<file path="config.mk">
export PLATFORM = sky130hd
export DESIGN_NAME = rtp_one_byte_ext_parser_unit
export DESIGN_NICKNAME = d
export VERILOG_FILES = /design/src/hw/rtl/rtpext_pkg.sv /design/src/hw/rtl/rtpext_cfg_regs.sv /design/src/hw/rtl/rtpext_parse_core.sv /design/src/hw/rtl/rtp_one_byte_ext_parser_unit.sv
export SDC_FILE = /design/constraint.sdc
export NUM_CORES = 1
export LEC_CHECK = 0
export BUFFER_PORTS_ARGS = -buffer_cell sky130_fd_sc_hd__buf_2
export CAP_MARGIN = 20
export CORE_UTILIZATION = 32
export CTS_BUF_LIST = sky130_fd_sc_hd__clkbuf_16
export DETAILED_ROUTE_END_ITERATION = 10
export SLEW_MARGIN = 20
export SYNTH_ARGS = -nofsm -noshare
export SYNTH_HDL_FRONTEND = slang
export SYNTH_SLANG_ARGS = --single-unit
</file>
<file path="constraint.sdc">
create_clock -name clk -period 5.4 [get_ports clk]
set_clock_uncertainty 0.05 [all_clocks]
set_input_delay 0.81 -clock clk [delete_from_list [all_inputs] [get_ports clk]]
set_output_delay 0.81 -clock clk [all_outputs]
set_load 0.02 [all_outputs]
</file>
<file path="src/hw/rtl/rtpext_pkg.sv">
package rtpext_pkg;

  localparam int unsigned CfgDataW = 64;
  localparam int unsigned CfgAddrW = 4;

  // Register byte addresses.
  localparam logic [CfgAddrW-1:0] REG_VIDEO_MAP = 4'h0;
  localparam logic [CfgAddrW-1:0] REG_AUDIO_MAP = 4'h8;

  localparam logic [15:0] PROFILE_ONE_BYTE = 16'hBEDE;
  localparam logic [7:0]  LEN_MASK         = 8'h0F;

  // Media codes.
  localparam logic [1:0] MEDIA_VIDEO = 2'd0;
  localparam logic [1:0] MEDIA_AUDIO = 2'd1;

  // Element type codes held in the id maps.
  localparam logic [2:0] ET_NONE   = 3'd0;
  localparam logic [2:0] ET_ORIENT = 3'd2;
  localparam logic [2:0] ET_MID    = 3'd3;
  localparam logic [2:0] ET_RID    = 3'd4;

  // Result kinds.
  localparam logic [1:0] KIND_MID    = 2'd0;
  localparam logic [1:0] KIND_RID    = 2'd1;
  localparam logic [1:0] KIND_ORIENT = 2'd2;

  typedef enum logic [2:0] {
    PH_IDLE    = 3'b001,
    PH_HEADER  = 3'b010,
    PH_PAYLOAD = 3'b100
  } phase_t;

  typedef struct packed {
    logic [7:0]  data_byte;
    logic        block_start;
    logic [1:0]  media;
    logic        has_extension;
    logic [15:0] profile_id;
    logic [15:0] ext_words;
  } item_t;

  typedef struct packed {
    logic [1:0] kind;
    logic [7:0] value;
    logic [3:0] byte_index;
    logic       last;
  } result_t;

endpackage

</file>
<file path="src/hw/rtl/rtpext_cfg_regs.sv">
module rtpext_cfg_regs #(
  parameter int unsigned MAP_ENTRIES = 16
) (
  input  logic                              clk,
  input  logic                              rst_n,
  input  logic                              psel,
  input  logic                              penable,
  input  logic                              pwrite,
  input  logic [rtpext_pkg::CfgAddrW-1:0]   paddr,
  input  logic [rtpext_pkg::CfgDataW-1:0]   pwdata,
  output logic [rtpext_pkg::CfgDataW-1:0]   prdata,
  output logic                              pready,
  output logic [3*MAP_ENTRIES-1:0]          video_map,
  output logic [3*MAP_ENTRIES-1:0]          audio_map
);
  import rtpext_pkg::*;

  localparam int unsigned MapW = 3 * MAP_ENTRIES;

  logic [MapW-1:0] video_map_r;
  logic [MapW-1:0] audio_map_r;
  logic            wr_en;

  assign pready = 1'b1;
  assign wr_en  = psel && penable && pwrite;

  always_ff @(posedge clk) begin
    if (!rst_n) begin
      video_map_r <= '0;
      audio_map_r <= '0;
    end else if (wr_en) begin
      unique case (paddr)
        REG_VIDEO_MAP: video_map_r <= pwdata[MapW-1:0];
        REG_AUDIO_MAP: audio_map_r <= pwdata[MapW-1:0];
        default: ;
      endcase
    end
  end

  always_comb begin
    unique case (paddr)
      REG_VIDEO_MAP: prdata = {{(CfgDataW-MapW){1'b0}}, video_map_r};
      REG_AUDIO_MAP: prdata = {{(CfgDataW-MapW){1'b0}}, audio_map_r};
      default:       prdata = '0;
    endcase
  end

  assign video_map = video_map_r;
  assign audio_map = audio_map_r;

endmodule

</file>
<file path="src/hw/rtl/rtpext_parse_core.sv">
module rtpext_parse_core #(
  parameter int unsigned MAP_ENTRIES = 16
) (
  input  logic                       clk,
  input  logic                       rst_n,
  input  logic                       step,
  input  rtpext_pkg::item_t          item,
  input  logic [3*MAP_ENTRIES-1:0]   video_map,
  input  logic [3*MAP_ENTRIES-1:0]   audio_map,
  output logic                       res_valid,
  output rtpext_pkg::result_t        res
);
  import rtpext_pkg::*;

  localparam int unsigned IdW = $clog2(MAP_ENTRIES);

  phase_t      phase_r, phase_nxt;
  logic [17:0] pos_r, pos_nxt;
  logic [17:0] blk_r, blk_nxt;
  logic [4:0]  left_r, left_nxt;
  logic [3:0]  idx_r, idx_nxt;
  logic [2:0]  etype_r, etype_nxt;
  logic        audio_r, audio_nxt;
  logic [1:0]  rot_r, rot_nxt;

  logic [2:0]  map_types [MAP_ENTRIES];
  logic [3:0]  elem_id;
  logic [2:0]  looked_up;
  logic        is_last;
  logic        sel_audio;

  // A block start picks the map by its own media code; lookups only matter
  // when that block is parsed, which needs media 0 or 1.
  assign sel_audio = item.block_start ? item.media[0] : audio_r;

  // Split the selected map into one 3-bit code per id.
  for (genvar g = 0; g < MAP_ENTRIES; g++) begin : g_map
    assign map_types[g] = sel_audio ? audio_map[3*g +: 3] : video_map[3*g +: 3];
  end

  assign elem_id   = item.data_byte[7:4];
  assign looked_up = ({28'd0, elem_id} >= MAP_ENTRIES) ? ET_NONE : map_types[elem_id[IdW-1:0]];

  always_comb begin
    phase_nxt = phase_r;
    pos_nxt   = pos_r;
    blk_nxt   = blk_r;
    left_nxt  = left_r;
    idx_nxt   = idx_r;
    etype_nxt = etype_r;
    audio_nxt = audio_r;
    rot_nxt   = rot_r;
    res_valid = 1'b0;
    res       = '0;
    is_last   = 1'b0;

    if (item.block_start) begin
      pos_nxt   = '0;
      left_nxt  = '0;
      idx_nxt   = '0;
      etype_nxt = ET_NONE;
      blk_nxt   = {item.ext_words, 2'b00};
      if ((item.media == MEDIA_VIDEO || item.media == MEDIA_AUDIO) && item.has_extension &&
          item.profile_id == PROFILE_ONE_BYTE && item.ext_words != 16'd0) begin
        audio_nxt = item.media[0];
        phase_nxt = PH_HEADER;
      end else begin
        phase_nxt = PH_IDLE;
      end
    end

    if (phase_nxt != PH_IDLE && pos_nxt >= blk_nxt) begin
      phase_nxt = PH_IDLE;
    end

    unique case (phase_nxt)
      PH_IDLE: ;
      PH_HEADER: begin
        // A header needs at least one byte behind it inside the block.
        if ({1'b0, pos_nxt} + 19'd1 >= {1'b0, blk_nxt}) begin
          phase_nxt = PH_IDLE;
        end else begin
          if (elem_id != 4'd0) begin
            etype_nxt = looked_up;
            left_nxt  = 5'(item.data_byte & LEN_MASK) + 5'd1;
            idx_nxt   = '0;
            phase_nxt = PH_PAYLOAD;
          end
          pos_nxt = pos_nxt + 18'd1;
        end
      end
      PH_PAYLOAD: begin
        left_nxt = left_nxt - 5'd1;
        is_last  = (left_nxt == 5'd0);
        if (etype_nxt == ET_MID || etype_nxt == ET_RID) begin
          res_valid      = 1'b1;
          res.kind       = (etype_nxt == ET_MID) ? KIND_MID : KIND_RID;
          res.value      = item.data_byte;
          res.byte_index = idx_nxt;
          res.last       = is_last;
        end else if (etype_nxt == ET_ORIENT && idx_nxt == 4'd0) begin
          rot_nxt        = item.data_byte[1:0];
          res_valid      = 1'b1;
          res.kind       = KIND_ORIENT;
          res.value      = {6'd0, item.data_byte[1:0]};
          res.byte_index = 4'd0;
          res.last       = 1'b1;
        end
        idx_nxt = idx_nxt + 4'd1;
        if (is_last) begin
          phase_nxt = PH_HEADER;
        end
        pos_nxt = pos_nxt + 18'd1;
      end
      default: phase_nxt = PH_IDLE;
    endcase
  end

  always_ff @(posedge clk) begin
    if (!rst_n) begin
      phase_r <= PH_IDLE;
      pos_r   <= '0;
      blk_r   <= '0;
      left_r  <= '0;
      idx_r   <= '0;
      etype_r <= ET_NONE;
      audio_r <= 1'b0;
      rot_r   <= '0;
    end else if (step) begin
      phase_r <= phase_nxt;
      pos_r   <= pos_nxt;
      blk_r   <= blk_nxt;
      left_r  <= left_nxt;
      idx_r   <= idx_nxt;
      etype_r <= etype_nxt;
      audio_r <= audio_nxt;
      rot_r   <= rot_nxt;
    end
  end

endmodule

</file>
<file path="src/hw/rtl/rtp_one_byte_ext_parser_unit.sv">
// Path: an accepted item is registered in the input register and parsed
// combinationally; its result is registered onto the out_ ports as it advances.
// Throughput: one item per cycle while no result is stalled; one item is held in
// the input register while a stalled result waits in the output register.
// Reset: synchronous, active low; clears parse state, maps and both valid flags.
module rtp_one_byte_ext_parser_unit #(
  parameter int unsigned MAP_ENTRIES = 16
) (
  input  logic                             clk,
  input  logic                             rst_n,
  input  logic                             in_valid,
  output logic                             in_stall,
  input  logic [7:0]                       in_data_byte,
  input  logic                             in_block_start,
  input  logic [1:0]                       in_media,
  input  logic                             in_has_extension,
  input  logic [15:0]                      in_profile_id,
  input  logic [15:0]                      in_ext_words,
  output logic                             out_valid,
  input  logic                             out_stall,
  output logic [1:0]                       out_kind,
  output logic [7:0]                       out_value,
  output logic [3:0]                       out_byte_index,
  output logic                             out_last,
  input  logic                             cfg_psel,
  input  logic                             cfg_penable,
  input  logic                             cfg_pwrite,
  input  logic [rtpext_pkg::CfgAddrW-1:0]  cfg_paddr,
  input  logic [rtpext_pkg::CfgDataW-1:0]  cfg_pwdata,
  output logic [rtpext_pkg::CfgDataW-1:0]  cfg_prdata,
  output logic                             cfg_pready
);
  import rtpext_pkg::*;

  logic [3*MAP_ENTRIES-1:0] video_map;
  logic [3*MAP_ENTRIES-1:0] audio_map;

  logic    s1_valid_r;
  item_t   s1_item_r;
  logic    in_take;
  logic    advance;
  logic    res_valid;
  result_t res;
  logic    out_valid_r;
  result_t out_r;

  rtpext_cfg_regs #(.MAP_ENTRIES(MAP_ENTRIES)) u_cfg (
    .clk       (clk),
    .rst_n     (rst_n),
    .psel      (cfg_psel),
    .penable   (cfg_penable),
    .pwrite    (cfg_pwrite),
    .paddr     (cfg_paddr),
    .pwdata    (cfg_pwdata),
    .prdata    (cfg_prdata),
    .pready    (cfg_pready),
    .video_map (video_map),
    .audio_map (audio_map)
  );

  // The held item moves on whenever the output register is free or draining.
  assign advance  = s1_valid_r && (!out_valid_r || !out_stall);
  assign in_stall = s1_valid_r && !advance;
  assign in_take  = in_valid && !in_stall;

  always_ff @(posedge clk) begin
    if (!rst_n) begin
      s1_valid_r <= 1'b0;
    end else if (in_take) begin
      s1_valid_r <= 1'b1;
    end else if (advance) begin
      s1_valid_r <= 1'b0;
    end
  end

  always_ff @(posedge clk) begin
    if (in_take) begin
      s1_item_r.data_byte     <= in_data_byte;
      s1_item_r.block_start   <= in_block_start;
      s1_item_r.media         <= in_media;
      s1_item_r.has_extension <= in_has_extension;
      s1_item_r.profile_id    <= in_profile_id;
      s1_item_r.ext_words     <= in_ext_words;
    end
  end

  rtpext_parse_core #(.MAP_ENTRIES(MAP_ENTRIES)) u_core (
    .clk       (clk),
    .rst_n     (rst_n),
    .step      (advance),
    .item      (s1_item_r),
    .video_map (video_map),
    .audio_map (audio_map),
    .res_valid (res_valid),
    .res       (res)
  );

  always_ff @(posedge clk) begin
    if (!rst_n) begin
      out_valid_r <= 1'b0;
    end else if (advance) begin
      out_valid_r <= res_valid;
    end else if (!out_stall) begin
      out_valid_r <= 1'b0;
    end
  end

  always_ff @(posedge clk) begin
    if (advance) begin
      out_r <= res;
    end
  end

  assign out_valid      = out_valid_r;
  assign out_kind       = out_r.kind;
  assign out_value      = out_r.value;
  assign out_byte_index = out_r.byte_index;
  assign out_last       = out_r.last;

endmodule

</file>
Word level (Yosys, flattened, before mapping) --
Cells that the tools add are included.
Storage, ports and cells: register bits after elaboration 209, bits of input ports 119, output and inout bits 82, logic and storage cells 122
Cells by class: add/sub/neg operators 5, order comparisons 3, equal/unequal tests 11, mux-type cells 54, bitwise operators 1, reductions and logical operators 27
Operators by type and width (number):
- 48-bit one-hot mux with 2 select lines | 1
- 3-bit two-way mux | 27
- 18-bit two-way mux | 3
- 18-bit one-hot mux with 2 select lines | 1
- 15-bit two-way mux | 2
- 18-bit by 1-bit adder with 19-bit output (second input constant) | 1
- 19-bit by 18-bit greater-or-equal comparator with 1-bit output | 1
- 18-bit by 1-bit adder with 18-bit output (second input constant) | 1
- 18-bit greater-or-equal comparator | 1
- 16-bit equality test (second input constant) | 1
- 16-bit nonzero test | 1
- 5-bit two-way mux | 3
- 3-bit binary-select mux with 4-bit select | 1
- 4-bit two-way mux | 3
- 1-bit logical AND | 10
- 5-bit one-hot mux with 2 select lines | 1
- 3-bit by 2-bit equality test with 1-bit output (second input constant) | 3
- 1-bit two-way mux | 9
- 3-bit one-hot mux with 3 select lines | 1
- 4-bit zero test | 2
- 4-bit one-hot mux with 2 select lines | 1
- 3-bit equality test (second input constant) | 2
- 4-bit by 1-bit adder with 5-bit output (second input constant) | 1
- 5-bit greater-or-equal comparator (second input constant) | 1
- other kinds (17) | 23

Logic depth before layout (Yosys ltp) --
Gate-level depths: netlist of the first run.
depth after elaboration 13, mapped depth 21, mapped depth without buffers 16

By module --
From an unflattened synthesis of the first run, not the netlist that was laid out.
Unflattened totals: cells, all modules 1053, area total of the unflattened synthesis 10852.9 um^2
Modules (own cells, without submodules):
- rtpext_parse_core | times used 1, cells an instance 541, area each 4760.8 um^2, sequential area each 1041.0 um^2
- rtpext_cfg_regs | times used 1, cells an instance 445, area each 4234.1 um^2, sequential area each 1921.8 um^2
- rtp_one_byte_ext_parser_unit | times used 1, cells an instance 67, area each 1858.0 um^2, sequential area each 1811.7 um^2

Worst setup path before layout of the first run --
No wires, ideal clock.
path kind register -> register, start register s1_item_r[35] (netlist bit), end register u_core.left_r[2], library setup time 0.117 ns, data arrival time 4.239 ns, required time 5.233 ns, setup slack 0.994 ns, stages on the path, launching flop included 20, path buffers 4, period minus slack after synthesis 4.406 ns, cells stage by stage edfxtp_1 -> buf_2 -> buf_2 -> buf_1 -> clkbuf_1 -> nor2b_1 -> ha_1 -> nand3_2 -> nor4_1 -> nand3_1 -> xor2_1 -> nor2_1 -> ha_1 -> a21o_1 -> a221oi_1 -> and3_1 -> and4_4 -> nand2_2 -> a31o_1 -> a32o_1
Between the ends: longest elaborated chain between the ends 6, elaborated cells on any way between the ends 16, those cells by class add/sub: 2; order compare: 2; eq/ne: 3; mux: 8; reduce/logical: 1
RTL lines:
- start, declared | line rtp_one_byte_ext_parser_unit.sv:39 | item_t s1_item_r;
- parallel branches: the longest is 5 deep, another holds 18-bit by 1-bit adder with 19-bit output
- 5-bit one-hot mux with 2 select lines * | line rtpext_parse_core.sv:76 | unique case (phase_nxt)
- end signal, assigned | line rtpext_parse_core.sv:133 | left_r <= left_nxt;
- end, declared | line rtpext_parse_core.sv:20 | logic [4:0] left_r, left_nxt;
Mark *: on every way between the ends. A chain may end at the register's enable or synchronous reset.

Worst setup path after layout of the first run --
start register s1_item_r[35] (netlist bit), end register u_core.pos_r[17]
Between the ends: longest elaborated chain between the ends 6, elaborated cells on any way between the ends 14, those cells by class add/sub: 2; order compare: 2; eq/ne: 3; mux: 6; reduce/logical: 1
RTL lines:
- parallel branches: the longest is 5 deep, another holds 18-bit by 1-bit adder with 19-bit output
- 18-bit one-hot mux with 2 select lines * | line rtpext_parse_core.sv:76
- end signal, assigned | line rtpext_parse_core.sv:131 | pos_r <= pos_nxt;
- end, declared | line rtpext_parse_core.sv:18 | logic [17:0] pos_r, pos_nxt;
Marked as above.

==> results_dict.tcl, run 1 <==
set metrics [dict create \
    ys.flop_type "dfxtp_1" \
    grt_usage 0.170 \
    syn_area_mm2 0.0104 \
    combinationalPowerShare 0.067 \
    critical_path_class "flop to flop" \
    vias 8762 \
    htreeDepth 1 \
    worst_slew_pin_slew_ns 0.985 \
    clockBufferDepth 3 \
    dp_hpwl_mm 19.4 \
    initial_core_util 0.327 \
    p_sw_uw 847 \
    cts.reportedPaths.clkPinSlew_ns 0.06 \
    numPortBuffers 167 \
    post-route-drc-count 0 \
    dieHeight_um 182 \
    yosysSeqAreaShare 0.460 \
    wl_per_cell_um 17.1 \
    viasPerCell 5.20 \
    status "complete, no violations" \
    synth_area_per_cell_um2 9.19 \
    synth_top_family_by_area "simple AND/OR/NAND/NOR gates" \
    ys.warnings.count 0 \
    rsz0062_at_grt "no" \
    yosys.area.top_type "dfxtp_1" \
    grt_max_degree 61 \
    clock_power_share 0.460 \
    setup_tns_ns 0 \
    cts_made_buffers 25 \
    synthXorXnorAreaFrac 0.0160 \
    leakagePower_nw 4.83 \
    filler_cell_count 3195 \
    synth.most_common_cell "nand2_1" \
    synth_top_area_frac 0.289 \
    synth_seq_cells 209 \
    grt_pass1_vias 8466 \
    cts_hold_buf 0 \
    final-hold-violation-count 0 \
    synth_mux_area_frac 0.0646 \
    cts_resized 0 \
    synth_area_leaders "dfxtp_1 29%, edfxtp_1 17%, nand2_1 9.3%" \
    synth-simple-area-share 0.197 \
    grt_pass1_wl_mm 45.7 \
    cts_root_buf "clkbuf_16" \
    syn_to_final_growth_pct 18.9 \
    cts_num_sinks 209 \
    antenna_found_initial 6 \
    synthArstFlopShare 0 \
    synth_edf_count 59 \
    fin_crit_sh 0.826 \
    post_cts_buffers 0 \
    drtAntennaViolNets 0 \
    drive_gt1_frac 0.198 \
    worstPathArrival_ns 4.82 \
    synth_common_cells "256 x nand2_1, 150 x dfxtp_1, 128 x a21oi_1" \
    min_path_type "primary input to flop" \
    first_pass_iters 5 \
    grt-ovfl-total 0 \
    slew_headroom 0.325 \
    syn_inst 1130 \
    synth.distinct_cells 63 \
    setup_viol 0 \
    cp-end-kind "flop" \
    crit_fanout 11 \
    p_int_mw 2.70 \
    synth_compound_area_frac 0.169 \
    die_x_um 182 \
    die_area_mm2 0.0332 \
    start_kind "flop" \
    cts_tree "yes" \
    swShare 0.239 \
    clk_latency_ns 0.53 \
    core_mm2 0.0317 \
    cp_data_required_time_ns 5.76 \
    io-pin-count 201 \
    drt-initial-drc-count 542 \
    fin_crit_ns 4.46 \
    ir_drop_mv 0.182 \
    fp-row-count 65 \
    drv_slew 0 \
    seq_power_share 0.472 \
    synth-adder-area-share 0.0494 \
    nets 1423 \
    fmax_mhz 224 \
    wl_mm 28.9 \
    pwr_density_cell_mw_per_mm2 288 \
    total_power_mw 3.55 \
    gp_congestion 0.884 \
    cap_violations 0 \
]
## flip-flops by register name, summed over array words and instances, names as in the netlist, 2 cells and up
| name | flops |
|---|---|
| u_core.left_r | 5 |
| s1_item_r | 44 |
| u_cfg.audio_map | 48 |
| u_cfg.video_map | 48 |
| u_core.blk_r | 18 |
| u_core.idx_r | 4 |
| out_byte_index | 4 |
| u_core.phase_r | 3 |
| out_value | 8 |
| u_core.pos_r | 18 |
| u_core.etype_r | 3 |
| out_kind | 2 |
## critical path, cell delays in order, from the launching register on
cell      delay (ns)
edfxtp_1        0.45
nor2b_1         0.23
ha_1            0.25
nand3_2         0.18
nor4_1          0.73
nand3_1         0.18
xor2_1          0.18
nor2_1          0.08
ha_1            0.32
nand3_1         0.11
nor2_1          0.20
nand4_1         0.13
a31o_2          0.25
and4_4          0.17
nor2_1          0.30
nor3_1          0.08
buf_4           0.23
a22o_1          0.24
## power by group through the flow
| stage | Combinational [mW] | Sequential (mW) | Clock (mW) |
|---|---|---|---|
| 2_1_floorplan | 0.156 | 1.70 | 0 |
| 3_3_place_gp | 0.235 | 1.71 | 0 |
| 3_5_place_dp | 0.241 | 1.71 | 0 |
| 4_1_cts | 0.242 | 1.68 | 1.68 |
| 5_1_grt | 0.265 | 1.68 | 1.74 |
| 6_report | 0.239 | 1.68 | 1.63 |
## layout by cell type (no fill, tap or decap), types with 8 or more instances in the layout
master       n
dfxtp_1    150
edfxtp_1    59
o21ai_0     20
buf_2      167
nand4_1     23
xor2_1      13
clkbuf_16   26
nor2b_1     20
nor3_1      14
mux2i_1     22
conb_1      17
a22o_1      59
mux4_2      18
nand2_1    256
ha_1        41
and3_1      16
buf_4       13
a21oi_1    128
a211oi_1    16
nand3_1     29
inv_1       15
nor2_1      41
a21o_1       8
nor4_1       9
## routing by layer
| metal | track usage | part of all wire | wire length [um] |
|---|---|---|---|
| met4 | 0.0360 | 0.014 | 406 |
| met1 | 0.215 | 0.43 | 12300 |
| met5 | 0 | 0.00073 | 21 |
| met3 | 0.0427 | 0.075 | 2160 |
| met2 | 0.291 | 0.48 | 14000 |
## through the flow
| stage | worst slack [ns] | cells | util | hold slack (ns) | instance area [um^2] |
|---|---|---|---|---|---|
| 2_1_floorplan | 0.994 | 1145 | - | 0.393 | 10400 |
| 3_3_place_gp | 1.01 | 1636 | 0.362 | 0.406 | 11500 |
| 3_5_place_dp | 0.954 | 1637 | 0.363 | 0.410 | 11500 |
| 4_1_cts | 0.918 | 1683 | 0.388 | 0.377 | 12300 |
| 5_1_grt | 0.543 | 1684 | 0.389 | 0.378 | 12300 |
| 6_report | 0.938 | 1686 | 0.389 | 0.400 | 12300 |
## kinds of logic after synthesis
family / Yosys count
muxes: 44
other: 2
AOI/OAI and AO/OA: 270
xor gates and xnor gates: 19
adders and majority gates: 41
DFF: 209
buffers and inverters: 101
and+or+nand+nor: 444
## cell type report
type	instances	area [um^2]	share of cell area
inverters	10	38.8	0.00314
flip-flops and latches	209	4770	0.387
well taps	402	503	0.0407
clock inverters	20	151	0.0123
diodes	2	5.00	0.000405
repair buffers	182	988	0.0800
multi-input cells	835	5240	0.424
clock buffers	26	651	0.0527
## worst paths after layout
path	startpoint	to	slack (ns)	depth (start not counted)
worst min-delay path	in_data_byte[6]	s1_item_r[42]	0.40	1
worst max register to register	s1_item_r[35]	u_core.pos_r[17]	0.94	17
worst max-delay path	s1_item_r[35]	u_core.pos_r[17]	0.94	17
worst min register to register	u_cfg.audio_map[20]	u_cfg.audio_map[20]	0.42	2
(Power assumes the default switching activity.)
==> run 2, diff against run 1 <==
--- a/config.mk
+++ b/config.mk
@@ -5,6 +5,7 @@
 export SDC_FILE = /design/constraint.sdc
 export NUM_CORES = 1
 export LEC_CHECK = 0
+export ABC_AREA = 1
 export BUFFER_PORTS_ARGS = -buffer_cell sky130_fd_sc_hd__buf_2
 export CAP_MARGIN = 20
 export CORE_UTILIZATION = 32
==> constraint.sdc (replaced) <==
create_clock -name clk -period 4.6 [get_ports clk]
set_clock_uncertainty 0.05 [all_clocks]
set_input_delay 0.69 -clock clk [delete_from_list [all_inputs] [get_ports clk]]
set_output_delay 0.69 -clock clk [all_outputs]
set_load 0.02 [all_outputs]
==> run 2 against run 1 <==
First-iteration DRC count rose by 19%. Area after synthesis rose by 7.9%. Synthesized cell count rose by 34%. Critical endpoint is now u_core.etype_r[1].
==> results_dict.tcl, run 2 <==
set metrics [dict create \
    clk_latency_ns 0.52 \
    status "complete, no violations" \
    antenna_found_initial 5 \
    numPortBuffers 167 \
    fmax_mhz 255 \
    grt_max_degree 123 \
    synth_seq_cells 209 \
    filler_cell_count 3626 \
    core_mm2 0.0345 \
    synth_common_cells "259 x nand2_1, 201 x nor2_1, 160 x inv_1" \
    cts_root_buf "clkbuf_16" \
    synth_area_leaders "dfxtp_1 27%, edfxtp_1 16%, nand2_1 8.7%" \
    wl_mm 32.3 \
    synth.distinct_cells 41 \
    rsz0062_at_grt "no" \
    die_area_mm2 0.0358 \
    syn_area_mm2 0.0112 \
    yosysSeqAreaShare 0.426 \
    drt-initial-drc-count 644 \
    worstPathArrival_ns 4.25 \
    cts_tree "yes" \
    htreeDepth 1 \
    grt-ovfl-total 0 \
    grt_pass1_vias 9674 \
    grt_usage 0.175 \
    nets 1793 \
    critical_path_class "flop to flop" \
    final_common_cell "nand2_1" \
    drtAntennaViolNets 0 \
    holdWs_ns 0.293 \
    initial_core_util 0.325 \
    synth_top_area_frac 0.268 \
    total_power_mw 4.42 \
    fin_crit_ns 3.92 \
    synth.most_common_cell "nand2_1" \
    yosys.area.top_type "dfxtp_1" \
    dp_slack_ns 0.683 \
    cts_hold_buf 0 \
    fin_util 0.382 \
    clockBufferDepth 3 \
    die_x_um 189 \
    synth_area_per_cell_um2 7.43 \
    cts_resized 0 \
    cp-end-kind "flop" \
    ys.warnings.count 0 \
    ir_drop_mv 0.276 \
    syn_to_final_growth_pct 17.4 \
    setup_viol 0 \
    setup_tns_ns 0 \
    synth_edf_count 59 \
    gp_congestion 0.840 \
    cp_data_required_time_ns 4.93 \
    multiInputGateArea_mm2 0.00535 \
    layout_setup_ws_ns 0.679 \
    dieHeight_um 189 \
    start_kind "flop" \
    post-route-drc-count 0 \
    viasPerCell 4.89 \
    cts_num_sinks 209 \
    cts.reportedPaths.clkPinSlew_ns 0.06 \
    first_pass_iters 6 \
    synthArstFlopShare 0 \
    dp_hpwl_mm 21.5 \
    leakagePower_nw 5.75 \
    io-pin-count 201 \
    grt_pass1_wl_mm 50.6 \
    drive_gt1_frac 0.161 \
    min_path_type "primary input to flop" \
    fin_crit_sh 0.852 \
    final-hold-violation-count 0 \
    wl_per_cell_um 15.3 \
    ys.flop_type "dfxtp_1" \
    worst_slew_pin_slew_ns 0.944 \
    cts_made_buffers 25 \
    cap_violations 0 \
    drv_slew 0 \
    slew_headroom 0.370 \
    layout_common_cells "259 x nand2_1, 200 x nor2_1, 167 x buf_2" \
    syn_inst 1509 \
    crit_fanout 10 \
    seqCellArea_mm2 0.00477 \
    pwr_density_cell_mw_per_mm2 336 \
    vias 10300 \
    post_cts_buffers 0 \
    fp-row-count 68 \
]
-- run 2: cell count changes after synthesis, sizes merged, moves of 20 or more --
cell,delta
nand3,+96
mux2i,-22
a21oi,-47
nor2b,-21
o21ai,+131
nor2,+174
inv,+157
o22ai,+20
a22o,-35
-- run 2: cell type report --
cell class,instances,area share
clock buffers,25,0.0476
well taps,455,0.0433
flip-flops and latches,209,0.363
clock inverters,20,0.0120
repair buffers,185,0.0791
inverters,167,0.0477
multi-input cells,1045,0.407
diodes,3,0.000571
-- run 2: cell families (layout without fill, tap and decap cells) --
logic type / Yosys count / after routing / synth area share
compound gates: 326 / 326 / 0.165
buf+inv: 270 / 397 / 0.102
fa+ha+maj: 41 / 41 / 0.0458
other cells: 2 / 20 / 0.000670
xor+xnor: 20 / 20 / 0.0156
simple gates: 641 / 641 / 0.245
flops: 209 / 209 / 0.426
-- run 2: final timing paths --
path	from	to	slack [ns]	cells past startpoint
max	s1_item_r[35]	u_core.etype_r[1]	0.68	21
min	in_ext_words[7]	s1_item_r[7]	0.29	1
max reg2reg	s1_item_r[35]	u_core.etype_r[1]	0.68	21
min reg2reg	u_core.blk_r[1]	u_core.blk_r[1]	0.41	2
-- run 2: through the flow --
| step | std cells | cell area [um^2] |
|---|---|---|
| 5_1_grt | 2108 | 13200 |
| 4_1_cts | 2105 | 13100 |
| 6_report | 2109 | 13200 |
| 2_1_floorplan | 1524 | 11300 |
| 3_3_place_gp | 2060 | 12300 |
| 3_5_place_dp | 2060 | 12300 |
-- run 2: where the power goes --
part | switching (mW) | internal [mW]
Sequential | 0.0352 | 1.96
Combinational | 0.343 | 0.166
Clock | 0.805 | 1.10
Total | 1.18 | 3.23
-- run 2: critical path, cell delays in order, from the launching register on --
cell	delay, ns
edfxtp_1	0.58
nor2_1	0.33
ha_1	0.23
nand2_2	0.08
nor2_2	0.15
nand2_1	0.11
nor2_2	0.15
nand3_2	0.16
nor3_1	0.21
xor2_1	0.16
inv_1	0.07
ha_1	0.28
nand2_1	0.09
nor2_1	0.05
a211oi_1	0.16
nand2_1	0.10
nand2_1	0.17
nand2_1	0.09
nor2_2	0.26
nand3_1	0.11
nand3_1	0.10
a21oi_1	0.06
-- run 2: layer usage --
| metal | vias up | share of wire | wire length, um | GRT usage |
|---|---|---|---|---|
| met2 | 296 | 0.45 | 14400 | 0.283 |
| met5 | - | 0.00081 | 26 | 0 |
| met4 | 4 | 0.031 | 988 | 0.0602 |
| met1 | 4734 | 0.47 | 15100 | 0.236 |
| met3 | 58 | 0.056 | 1790 | 0.0267 |
| li1 | 5230 | - | - | - |
